File: src/rtl/lru_key_value_cache_macros.svh
// Assertion macros shared by the cache RTL.
`ifndef LRU_KEY_VALUE_CACHE_MACROS_SVH
`define LRU_KEY_VALUE_CACHE_MACROS_SVH

// Check that expr is true at every clock edge outside reset.
`define LKVC_ASSERT_HOLDS(label, clk, rst, expr, msg) \
   label: assert property (@(posedge clk) disable iff (rst) (expr)) else $error(msg);

// Check that cons is true in the cycle after ante.
`define LKVC_ASSERT_NEXT(label, clk, rst, ante, cons, msg) \
   label: assert property (@(posedge clk) disable iff (rst) (ante) |=> (cons)) else $error(msg);

`endif

File: src/rtl/lkvc_pkg.sv
`default_nettype none

package lkvc_pkg;

   localparam int ENTRIES    = 16;
   localparam int KEY_BITS   = 20;
   localparam int VALUE_BITS = 32;
   localparam int CAP_BITS   = 5;
   localparam int RANK_BITS  = (ENTRIES > 1) ? $clog2(ENTRIES) : 1;
   localparam int CNT_BITS   = $clog2(ENTRIES + 1);
   localparam int CMP_BITS   = (CNT_BITS > CAP_BITS) ? CNT_BITS : CAP_BITS;

   localparam logic [CAP_BITS-1:0]          CAP_RESET  = CAP_BITS'(16);
   localparam logic signed [VALUE_BITS-1:0] MISS_VALUE = '1;

   typedef enum logic {
      CMD_GET = 1'b0,
      CMD_SET = 1'b1
   } cmd_type;

endpackage

`default_nettype wire

File: src/rtl/lru_key_value_cache.sv
`default_nettype none

// Fully associative key/value cache with least-recently-used replacement,
// 16 entries, 20-bit keys, 32-bit values. A request (get or set) is taken
// into a request register; from it the key is compared against all entries
// at once, the entry ranks are updated on a set or a hit and, for a get,
// the response register is loaded. One request is taken every cycle while
// no get waits in the request register; a get waits there only while an
// earlier response has not been taken. A set gives no response. Capacity
// (1 to 16, 0 acts as 1, larger values as 16) must be written only while
// the cache is idle; the block itself does not enforce this. Lowering it
// below the fill level evicts nothing until later inserts. The cache is
// empty after reset.
`include "lru_key_value_cache_macros.svh"

module lru_key_value_cache
   import lkvc_pkg::*;
(
   input  wire                            clock,
   input  wire                            reset,
   input  wire                            csr_write_enable,
   input  wire [CAP_BITS-1:0]             csr_write_data,
   input  wire                            req_valid,
   output logic                           req_ready,
   input  wire                            req_cmd,
   input  wire [KEY_BITS-1:0]             req_key,
   input  wire signed [VALUE_BITS-1:0]    req_write_value,
   output logic                           rsp_valid,
   input  wire                            rsp_ready,
   output logic                           rsp_hit,
   output logic signed [VALUE_BITS-1:0]   rsp_read_value
);

   logic [CAP_BITS-1:0]          cap_ff;
   logic                         stage_valid_ff;
   cmd_type                      stage_cmd_ff;
   logic [KEY_BITS-1:0]          stage_key_ff;
   logic signed [VALUE_BITS-1:0] stage_value_ff;
   logic                         rsp_valid_ff;
   logic                         rsp_hit_ff;
   logic signed [VALUE_BITS-1:0] rsp_value_ff;

   logic [ENTRIES-1:0]           valid_ff;
   logic [ENTRIES-1:0]           valid_in;
   logic [KEY_BITS-1:0]          key_ff   [ENTRIES];
   logic [KEY_BITS-1:0]          key_in   [ENTRIES];
   logic signed [VALUE_BITS-1:0] value_ff [ENTRIES];
   logic signed [VALUE_BITS-1:0] value_in [ENTRIES];
   logic [RANK_BITS-1:0]         rank_ff  [ENTRIES];
   logic [RANK_BITS-1:0]         rank_in  [ENTRIES];
   logic [CNT_BITS-1:0]          cnt_ff;
   logic [CNT_BITS-1:0]          cnt_in;

   logic                         out_free;
   logic                         stage_fire;
   logic                         is_set;
   logic [ENTRIES-1:0]           hit_vec;
   logic                         any_hit;
   logic [RANK_BITS-1:0]         hit_rank;
   logic signed [VALUE_BITS-1:0] hit_value;
   logic [CMP_BITS-1:0]          cap_ext;
   logic [CMP_BITS-1:0]          eff_cap;
   logic                         full;
   logic [CNT_BITS-1:0]          cnt_minus_one;
   logic [ENTRIES-1:0]           victim_vec;
   logic [ENTRIES-1:0]           free_vec;
   logic [ENTRIES-1:0]           free_onehot;
   logic [ENTRIES-1:0]           sel_vec;
   logic [CNT_BITS-1:0]          old_rank;
   logic                         do_update;

   assign out_free   = !rsp_valid_ff || rsp_ready;
   assign is_set     = (stage_cmd_ff == CMD_SET);
   assign stage_fire = stage_valid_ff && (is_set || out_free);
   assign req_ready  = !stage_valid_ff || stage_fire;

   assign rsp_valid      = rsp_valid_ff;
   assign rsp_hit        = rsp_hit_ff;
   assign rsp_read_value = rsp_value_ff;

   // lookup
   always_comb begin
      hit_rank  = '0;
      hit_value = '0;
      for (int i = 0; i < ENTRIES; i++) begin
         hit_vec[i] = valid_ff[i] && (key_ff[i] == stage_key_ff);
         if (hit_vec[i]) begin
            hit_rank  = hit_rank | rank_ff[i];
            hit_value = hit_value | value_ff[i];
         end
      end
      any_hit = |hit_vec;
   end

   // capacity and slot choice
   always_comb begin
      cap_ext = CMP_BITS'(cap_ff);
      if (cap_ext == '0) begin
         eff_cap = CMP_BITS'(1);
      end else if (cap_ext > CMP_BITS'(ENTRIES)) begin
         eff_cap = CMP_BITS'(ENTRIES);
      end else begin
         eff_cap = cap_ext;
      end
      full          = (CMP_BITS'(cnt_ff) >= eff_cap);
      cnt_minus_one = cnt_ff - CNT_BITS'(1);
      for (int i = 0; i < ENTRIES; i++) begin
         victim_vec[i] = valid_ff[i] && (rank_ff[i] == cnt_minus_one[RANK_BITS-1:0]);
      end
      free_vec    = ~valid_ff;
      free_onehot = free_vec & (~free_vec + ENTRIES'(1));
      if (any_hit) begin
         sel_vec  = hit_vec;
         old_rank = CNT_BITS'(hit_rank);
      end else if (full) begin
         sel_vec  = victim_vec;
         old_rank = cnt_minus_one;
      end else begin
         sel_vec  = free_onehot;
         old_rank = cnt_ff;
      end
      do_update = stage_fire && (is_set || any_hit);
   end

   // next entry state
   always_comb begin
      valid_in = valid_ff;
      cnt_in   = cnt_ff;
      for (int i = 0; i < ENTRIES; i++) begin
         key_in[i]   = key_ff[i];
         value_in[i] = value_ff[i];
         rank_in[i]  = rank_ff[i];
         if (do_update) begin
            if (sel_vec[i]) begin
               rank_in[i] = '0;
            end else if (valid_ff[i] && (CNT_BITS'(rank_ff[i]) < old_rank)) begin
               rank_in[i] = rank_ff[i] + RANK_BITS'(1);
            end
         end
         if (stage_fire && is_set && sel_vec[i]) begin
            valid_in[i] = 1'b1;
            key_in[i]   = stage_key_ff;
            value_in[i] = stage_value_ff;
         end
      end
      if (stage_fire && is_set && !any_hit && !full) begin
         cnt_in = cnt_ff + CNT_BITS'(1);
      end
   end

   always_ff @(posedge clock) begin
      if (reset) begin
         cap_ff         <= CAP_RESET;
         stage_valid_ff <= 1'b0;
         rsp_valid_ff   <= 1'b0;
         valid_ff       <= '0;
         cnt_ff         <= '0;
         for (int i = 0; i < ENTRIES; i++) begin
            rank_ff[i] <= '0;
         end
      end else begin
         if (csr_write_enable) begin
            cap_ff <= csr_write_data;
         end
         if (req_ready) begin
            stage_valid_ff <= req_valid;
         end
         if (stage_fire && !is_set) begin
            rsp_valid_ff <= 1'b1;
         end else if (rsp_ready) begin
            rsp_valid_ff <= 1'b0;
         end
         valid_ff <= valid_in;
         cnt_ff   <= cnt_in;
         for (int i = 0; i < ENTRIES; i++) begin
            rank_ff[i] <= rank_in[i];
         end
      end
   end

   always_ff @(posedge clock) begin
      if (req_valid && req_ready) begin
         stage_cmd_ff   <= cmd_type'(req_cmd);
         stage_key_ff   <= req_key;
         stage_value_ff <= req_write_value;
      end
      if (stage_fire && !is_set) begin
         rsp_hit_ff   <= any_hit;
         rsp_value_ff <= any_hit ? hit_value : MISS_VALUE;
      end
      for (int i = 0; i < ENTRIES; i++) begin
         key_ff[i]   <= key_in[i];
         value_ff[i] <= value_in[i];
      end
   end

   `LKVC_ASSERT_HOLDS(a_count_matches_valid, clock, reset, $countones(valid_ff) == cnt_ff, "entry count differs from valid entries")
   `LKVC_ASSERT_HOLDS(a_count_in_range, clock, reset, cnt_ff <= CNT_BITS'(ENTRIES), "entry count above depth")
   `LKVC_ASSERT_NEXT(a_get_responds, clock, reset, stage_fire && !is_set, rsp_valid_ff, "get transfer gave no response")
   `LKVC_ASSERT_NEXT(a_set_silent, clock, reset, stage_fire && is_set && !rsp_valid_ff, !rsp_valid_ff, "set produced a response")
   `LKVC_ASSERT_HOLDS(a_single_hit, clock, reset, $onehot0(hit_vec), "key present in more than one entry")

endmodule

`default_nettype wire
File: config.mk
export PLATFORM = sky130hd
export DESIGN_NAME = lru_key_value_cache
export DESIGN_NICKNAME = d
export VERILOG_FILES = /design/src/rtl/lkvc_pkg.sv /design/src/rtl/lru_key_value_cache.sv
export VERILOG_INCLUDE_DIRS = /design/src /design/src/rtl
export SDC_FILE = /design/constraint.sdc
export NUM_CORES = 1
export LEC_CHECK = 0
export ABC_AREA = 0
export ABC_CLOCK_PERIOD_IN_PS = 5700
export BUFFER_PORTS_ARGS = -buffer_cell sky130_fd_sc_hd__buf_4
export CAP_MARGIN = 20
export CORE_ASPECT_RATIO = 1.4
export CORE_MARGIN = 5
export CORE_UTILIZATION = 30
export CTS_BUF_LIST = sky130_fd_sc_hd__clkbuf_8
export DETAILED_ROUTE_END_ITERATION = 16
export HOLD_SLACK_MARGIN = 0.15
export PLACE_DENSITY = 0.56
export SETUP_SLACK_MARGIN = 0.3
export SLEW_MARGIN = 15
export SYNTH_ARGS = -nofsm -noshare
export SYNTH_HDL_FRONTEND = slang
export SYNTH_SLANG_ARGS = --single-unit
export TNS_END_PERCENT = 50
File: constraint.sdc
create_clock -name clock -period 5.7 [get_ports clock]
set_clock_uncertainty 0.05 [all_clocks]
set_input_delay 0.285 -clock clock [delete_from_list [all_inputs] [get_ports clock]]
set_output_delay 0.285 -clock clock [all_outputs]
set_load 0.01 [all_outputs]
# Word level (Yosys, flattened, before mapping)
# Memories as Yosys holds them, arrays and structs flattened.
# Cells that the tools add are included.
# W data, S select, Z words.
# word_totals
reg_bits	114
latchBits	0
mem_bits_rw	896
romBits	0
in_bits	63
out_inout_bits	35
elab_cells	368
mem_count	3
# op_classes
n_addsub	19
n_mul	0
div	0
order_cmp	18
n_eq_ne	32
shifts	0
mux	139
bitwise_logic	49
reduce_logical	83
# memory_table
memory	depth	width	rd	rd_ports_with_merged_regs	wr	line	rtl
value_ff	16	32	16	0	16	lru_key_value_cache.sv:47	logic signed [VALUE_BITS-1:0] value_ff [ENTRIES];
key_ff	16	20	16	0	16	lru_key_value_cache.sv:45	logic [KEY_BITS-1:0] key_ff [ENTRIES];
rank_ff	16	4	16	0	16	lru_key_value_cache.sv:49	logic [RANK_BITS-1:0] rank_ff [ENTRIES];
# op_table
cell	n
$mux W32	32
$or A32 B32 Y32	15
$eq A20 B20 Y1	16
$mux W20	16
$mux W4	80
$lt A4 B5 Y1	16
$logic_and A1 B1 Y1	71
$add A4 B1 Y4 const B	16
$eq A4 B4 Y1	16
$or A4 B4 Y4	15
$mux W16	2
$not A16 Y16	2
$mux W5	4
$add A16 B1 Y16 const B	1
$and A16 B16 Y16	1
$or A1 B1 Y1	16
$reduce_or A16 Y1	1
$add A5 B1 Y5 const B	1
$ge A5 B5 Y1	1
$gt A5 B5 Y1 const B	1
$logic_not A1 Y1	5
$logic_not A5 Y1	1
$mux W1	5
$sub A5 B1 Y5 const B	1
2 further kinds	5

# Logic depth before layout (Yosys ltp)
# Gate-level depths: netlist of the first run.
# logic_depth
ltp_word	40
depth_mapped	23
depth_no_buf	22

# Least setup slack after synthesis of the first run
# OpenSTA, ideal clock, no wires.
# synth_path
kind	register to register
start	register, netlist name cap_ext[1]
end	memory key_ff[14][0] (netlist: key_ff[1][120]) (enable)
setup_ns	0.481
arrival_time_ns	5.364
required_time_ns	5.169
path_slack_ns	-0.195
stages_incl_launch_ff	14
path_buffers	1
synth_period_minus_slack_ns	5.895
cell_sequence	dfxtp_1 -> nor3_1 -> nor2_1 -> nor2_1 -> ha_1 -> nand2b_1 -> a21o_1 -> a21o_1 -> a211oi_1 -> nor2_1 -> clkbuf_1 -> nor4_1 -> o21ai_0 -> a21oi_1
# synth_rtl
element	line
end: declaration	lru_key_value_cache.sv:45

==> results of run 1 <==
==> kinds of logic (layout without fill, tap and decap cells) <==
family,after synthesis,in the layout,synth area share
DFF,1010,1010,0.686
muxes,20,20,0.00473
adders and majority gates,71,71,0.0207
buffers and inverters,186,701,0.0200
xor gates and xnor gates,421,421,0.0861
AOI/OAI and AO/OA,497,497,0.0882
other,0,2,0
and+or+nand+nor,743,743,0.0939
==> metrics by stage <==
step           instance area (um2)  total power [uW]  std cells
3_5_place_dp                 46900              9000       4962
5_1_grt                      51200             15100       5373
3_3_place_gp                 46900              8990       4961
4_1_cts                      51000             14700       5361
6_report                     51200             14600       5374
2_1_floorplan                42800              8690       2948
==> state kept, by name, indices dropped and copies added, names as in the netlist <==
signal / count
stage_key_ff: 20
is_set: 1
cap_ext: 5
rsp_read_value: 32
rank_ff: 64
valid_ff: 16
key_ff: 320
rsp_valid: 1
stage_value_ff: 32
value_ff: 512
stage_valid_ff: 1
rsp_hit: 1
cnt_ff: 5
==> worst min-delay path, delay by kind of cell (launching register included) <==
kind             cells  cell delay [ps]
flip-flops           1              350
AND/OR/NAND/NOR      2              170
==> synthesized netlist by cell type (all sizes together), types with 20 or more instances <==
cell    number  area [um2]
edfxtp     918       27600
a22oi      269        2020
xnor2      242        2120
nand2      213         800
xor2       179        1570
nor4       100         632
dfxtp       92        1840
nand4       91         569
clkbuf      79         297
nor2        78         293
ha          71         888
buf         68         415
nand3       43         215
a21oi       40         200
inv         39         146
and2        34         213
nor3        28         140
and3        27         169
and4        23         201
nor2b       23         144
or3         21         131
o21ai       20         100
==> how the worst max path moves through the flow <==
stage | to | slack (ps) | from
floorplan | rank_ff[1][22] | 180 | stage_key_ff[16]
global placement | rank_ff[0][1] | 500 | stage_key_ff[14]
detailed placement | rank_ff[1][21] | 490 | stage_key_ff[14]
CTS | rank_ff[1][21] | 460 | stage_key_ff[14]
global route | rank_ff[0][9] | 310 | stage_key_ff[16]
finish | rank_ff[0][22] | 610 | stage_key_ff[13]
==> what timing repair did <==
item,CTS,global route
gates resized for setup,0,1
setup endpoints to repair,0,33
hold buffers,129,0
endpoints found under the hold margin,125,0
buffers inserted,0,10
==> final cells by class <==
| class | instances | area (um2) |
|---|---|---|
| antenna | 2 | 5.00 |
| inverter | 39 | 146 |
| timing repair buffer | 392 | 3720 |
| sequential | 1010 | 29400 |
| clock buffer | 167 | 2300 |
| tap | 1909 | 2390 |
| fill | 13800 | 91200 |
| clock inverter | 103 | 522 |
| multi-input combinational | 1752 | 12700 |
==> layer usage <==
layer | wire length, um | vias to the layer above
met5 | 0 | -
met4 | 5940 | 0
met3 | 6510 | 317
met2 | 70200 | 940
met1 | 50900 | 13900
li1 | - | 12200
==> power groups by stage <==
stage               logic, uW  registers, uW  clock network (uW)
finish                    731           8190                5630
global route              783           8200                6090
CTS                       719           8200                5770
detailed placement        645           8360                   0
global placement          640           8350                   0
floorplan                 358           8340                   0
==> impl_metrics.toml, run 1 <==
[worst_setup_path]
cp.depth = 16
reg2regPathDepth = 16
path_cells = "buf_12 > xor2_1 > nor4b_1 > and4_1 > and2_2 > a22o_1 > a221oi_1 > nand4_1 > o21ai_1 > buf_4 > ha_1 > nor2b_1 > or4_4 > a221oi_4 > a21oi_1 > o21a_1"
r2r_end = "rank_ff[0][22]"
r2r_setup_slack_ps = 610
end_kind = "register"
critPathBufInv = 2
required_ps = 6370
crit_family = "compound AO/OA/AOI/OAI gates"
startpoint_type = "register"
arrival_ps = 5760
path_max_fanout = 24
slowest_delay_ps = 710
path_class = "register to register"
rr_startpoint = "stage_key_ff[13]"
slowest_stage = "edfxtp_1"

[cts]
cts_tree = "yes"
root_buffer = "clkbuf_8"
clockBufferDepth = 3
clock_latency_ps = 860
ctsHtreeMaxLevel = 4
numCtsBuffers = 149
clock-sinks = 1010
cts.clk_slew.worst_paths_ps = 60

[timing]
tightest_slew_ps = 1190
period_minus_slack_ps = 5090
slew_headroom = 0.210
timing.hold.ws_ps = 508
worst_slack_ps = 608
finalHoldViolCount = 0
slew_violations = 0
setup_viol = 0
rsz0062_at_grt = "no"
final.period_utilization = 0.893
tns_ps = 0
timing.fmax_mhz = 196

[synth]
async_flop_share = 0
synth_nets = 3082
yosysSeqAreaShare = 0.686
ys_warn_count = 0
postSynthAreaPerCell_um2 = 14.5
synth-edff-count = 918
synth-seq-cells = 1010
netlist_area_um2 = 42800
synth_ff_type = "edfxtp_1"
synth.distinct_cells = 70
synth_cells = 2948

[die]
initial_core_util = 0.301
rows = 164
design.die.area_um2 = 151000
design.core.area_um2 = 142000
die_y_um = 457
pin_count = 98
fp.dieW_um = 329

[grt]
gr-total-overflow = 0
grt_max_degree = 54
grt_pass1_vias = 28000
track_usage = 0.173
grt_util_met1 = 0.198
grt_pass1_wl_um = 192000
antenna_found_initial = 3
busiest_layer = "met2"
met2_usage = 0.317
use_met3 = 0.0287

[pwr]
peakVddDrop_uv = 244
clkPwrFrac = 0.387
p_sw_frac = 0.227
p_sw_uw = 3310
powerDensity_nw_per_um2 = 284
p_int_uw = 11200
p_seq_frac = 0.563
power_frac_comb = 0.050
p_leak_uw = 0.0174

[drt]
viasPerCell = 5.10
ant_nets = 0
drc = 0
drt-pass1-iter-count = 5
wire_per_inst_um = 24.9
vias = 27400
drt_wl_total_um = 134000
drt_iter0_drc = 2241

[min_path]
hold_depth = 2
min_path_type = "register to register"
min_from = "valid_ff[0]"
hold_end = "valid_ff[0]"

[cells_and_area]
utilization = 0.359
final_common_cell = "edfxtp_1"
layout.nets = 3478
layout-drive-gt1-share = 0.148
layout.cells.most_common_list = "918 x edfxtp_1, 269 x a22oi_1, 241 x xnor2_1"
area_growth_pct = 19.5

[placed_design]
dp_hpwl_um = 82100
portBuffers = 97
dp_slack_ps = 486
place_congestion = 0.909

[status]
status = "finished, final reports clean"

[flow_run]
maxCapViolCount = 0
No activity file was read; power rests on OpenSTA's default activity.
==> run 2, diff against run 1 <==
--- a/config.mk
+++ b/config.mk
@@ -10,7 +10,6 @@
 export ABC_CLOCK_PERIOD_IN_PS = 5700
 export BUFFER_PORTS_ARGS = -buffer_cell sky130_fd_sc_hd__buf_4
 export CAP_MARGIN = 20
-export CORE_ASPECT_RATIO = 1.4
 export CORE_MARGIN = 5
 export CORE_UTILIZATION = 30
 export CTS_BUF_LIST = sky130_fd_sc_hd__clkbuf_8
==> run 2 against run 1 <==
  * Design area shrank 0.73%
  * Fmax shrank 3.8%
  * Register-to-register slack worse by 200 ps
  * First-iteration DRC count grew 33%
  * Via count rose by 0.48%
  * Core utilization is 0.10 points lower
  * Sequential power is essentially flat
  * Clock power up 4.1%
  * Largest power group unchanged
  * Global-route usage shrank 0.40 points
  * Routed wire length fell by 1.9%
==> impl_metrics.toml, run 2 (synthesis results as in run 1) <==
[drt]
ant_nets = 0
drc = 0
viasPerCell = 5.16
vias = 27500
drt_iter0_drc = 2980
drt_wl_total_um = 131000
drt-pass1-iter-count = 6
wire_per_inst_um = 24.6

[cells_and_area]
largest_reg_flops = 512
largestRegisters = "value_ff x512, key_ff x320, rank_ff x64"
area_growth_pct = 18.6
layout.cells.most_common_list = "918 x edfxtp_1, 269 x a22oi_1, 241 x xnor2_1"
largest-register = "value_ff"
layout.nets = 3453
stdcell_count = 5339
utilization = 0.358
final_common_cell = "edfxtp_1"
layout-drive-gt1-share = 0.140
nFillCells = 13500

[die]
pin_count = 98
design.die.area_um2 = 150000
rows = 138
fp.dieW_um = 388
initial_core_util = 0.302
design.core.area_um2 = 142000
die_y_um = 388

[cts]
clockBufferDepth = 3
cts.clk_slew.worst_paths_ps = 70
clock-sinks = 1010
root_buffer = "clkbuf_8"
clock_latency_ps = 880
numCtsBuffers = 164
cts_tree = "yes"
ctsHtreeMaxLevel = 4

[pwr]
power_frac_comb = 0.048
p_leak_uw = 0.0172
peakVddDrop_uv = 180
powerDensity_nw_per_um2 = 291
total_power_uw = 14800
p_int_uw = 11300
p_sw_frac = 0.234
clkPwrFrac = 0.397
p_seq_frac = 0.555
p_sw_uw = 3450

[timing]
timing.fmax_mhz = 189
tightest_slew_ps = 1140
final.period_utilization = 0.928
setup_viol = 0
tns_ps = 0
timing.hold.ws_ps = 438
slew_violations = 0
finalHoldViolCount = 0
slew_headroom = 0.241
rsz0062_at_grt = "no"
period_minus_slack_ps = 5290

[worst_setup_path]
arrival_ps = 6010
path_cells = "xor2_1 > or4_1 > nor3b_1 > buf_4 > and2_2 > a221oi_1 > nand3_1 > or3_1 > o21ai_1 > buf_4 > ha_1 > a21o_1 > a211o_1 > a31oi_1 > a31oi_1 > a2111oi_2 > xnor2_1 > nor2_1"
startpoint_type = "register"
reg2regPathDepth = 18
slowest_stage = "edfxtp_1"
required_ps = 6420
crit_start = "stage_key_ff[16]"
path_class = "register to register"
path_max_fanout = 10
end_kind = "register"
rr_startpoint = "stage_key_ff[16]"
slowest_delay_ps = 760

[grt]
gr-total-overflow = 0
grt_pass1_vias = 27500
grt_max_degree = 56
antenna_found_initial = 6
track_usage = 0.169
grt_pass1_wl_um = 190000

[status]
status = "finished, final reports clean"

[flow_run]
maxCapViolCount = 0

[min_path]
hold_depth = 3
min_path_type = "input port to register"
min_from = "reset"

[placed_design]
portBuffers = 97
place_congestion = 0.895
dp_hpwl_um = 77400
dp_cells = 4905
## run 2: path summary, 6_finish.rpt
path                                      end  slack (ps)
worst max-delay path            rank_ff[1][2]         410
worst min-delay path              valid_ff[7]         440
worst max register to register  rank_ff[1][2]         410
worst min register to register    valid_ff[0]         510
## run 2: repair_timing
action                     4_1_cts  5_1_grt
resized for setup                0        3
hold endpoints to repair       120        0
buffers inserted                 0        3
setup endpoints to repair        0       45
hold buffers                   133        0
## run 2: layout make-up
type | count | area [um2] | share of cell area
clock inverter | 119 | 606 | 0.0119
clock buffer | 173 | 2380 | 0.0469
sequential | 1010 | 29400 | 0.579
tap | 1890 | 2360 | 0.0465
timing repair buffer | 352 | 3190 | 0.0628
antenna | 4 | 10.0 | 0.000197
multi-input combinational | 1752 | 12700 | 0.250
inverter | 39 | 146 | 0.00288
## run 2: critical path: cells and delay by family (launching register included)
kind	cells	cell delay, ps
AO/OA/AOI/OAI	7	1730
XOR/XNOR	2	390
buffers and inverters	2	490
adder cells (fa/ha/maj)	1	170
flip-flops	1	760
AND/OR/NAND/NOR	6	1590
## run 2: layer usage
| layer | vias up | GRT usage | wire, um |
|---|---|---|---|
| met2 | 1201 | 0.272 | 60900 |
| li1 | 12200 | - | - |
| met3 | 199 | 0.0307 | 9560 |
| met4 | 0 | 0.0492 | 3150 |
| met1 | 13900 | 0.234 | 57500 |
| met5 | - | 0 | 0 |
## run 2: power by group through the flow
stage / Sequential, uW / Combinational (uW) / Clock, uW
finish: 8200 / 711 / 5860
global route: 8200 / 762 / 6320
CTS: 8200 / 708 / 5980
floorplan: 8340 / 358 / 0
detailed placement: 8360 / 632 / 0
global placement: 8350 / 630 / 0
## run 2: metrics by stage
stage	area [um2]	setup slack, ps
finish	50800	408
global route	50800	314
CTS	50700	421
detailed placement	46400	420
global placement	46400	567
floorplan	42800	182
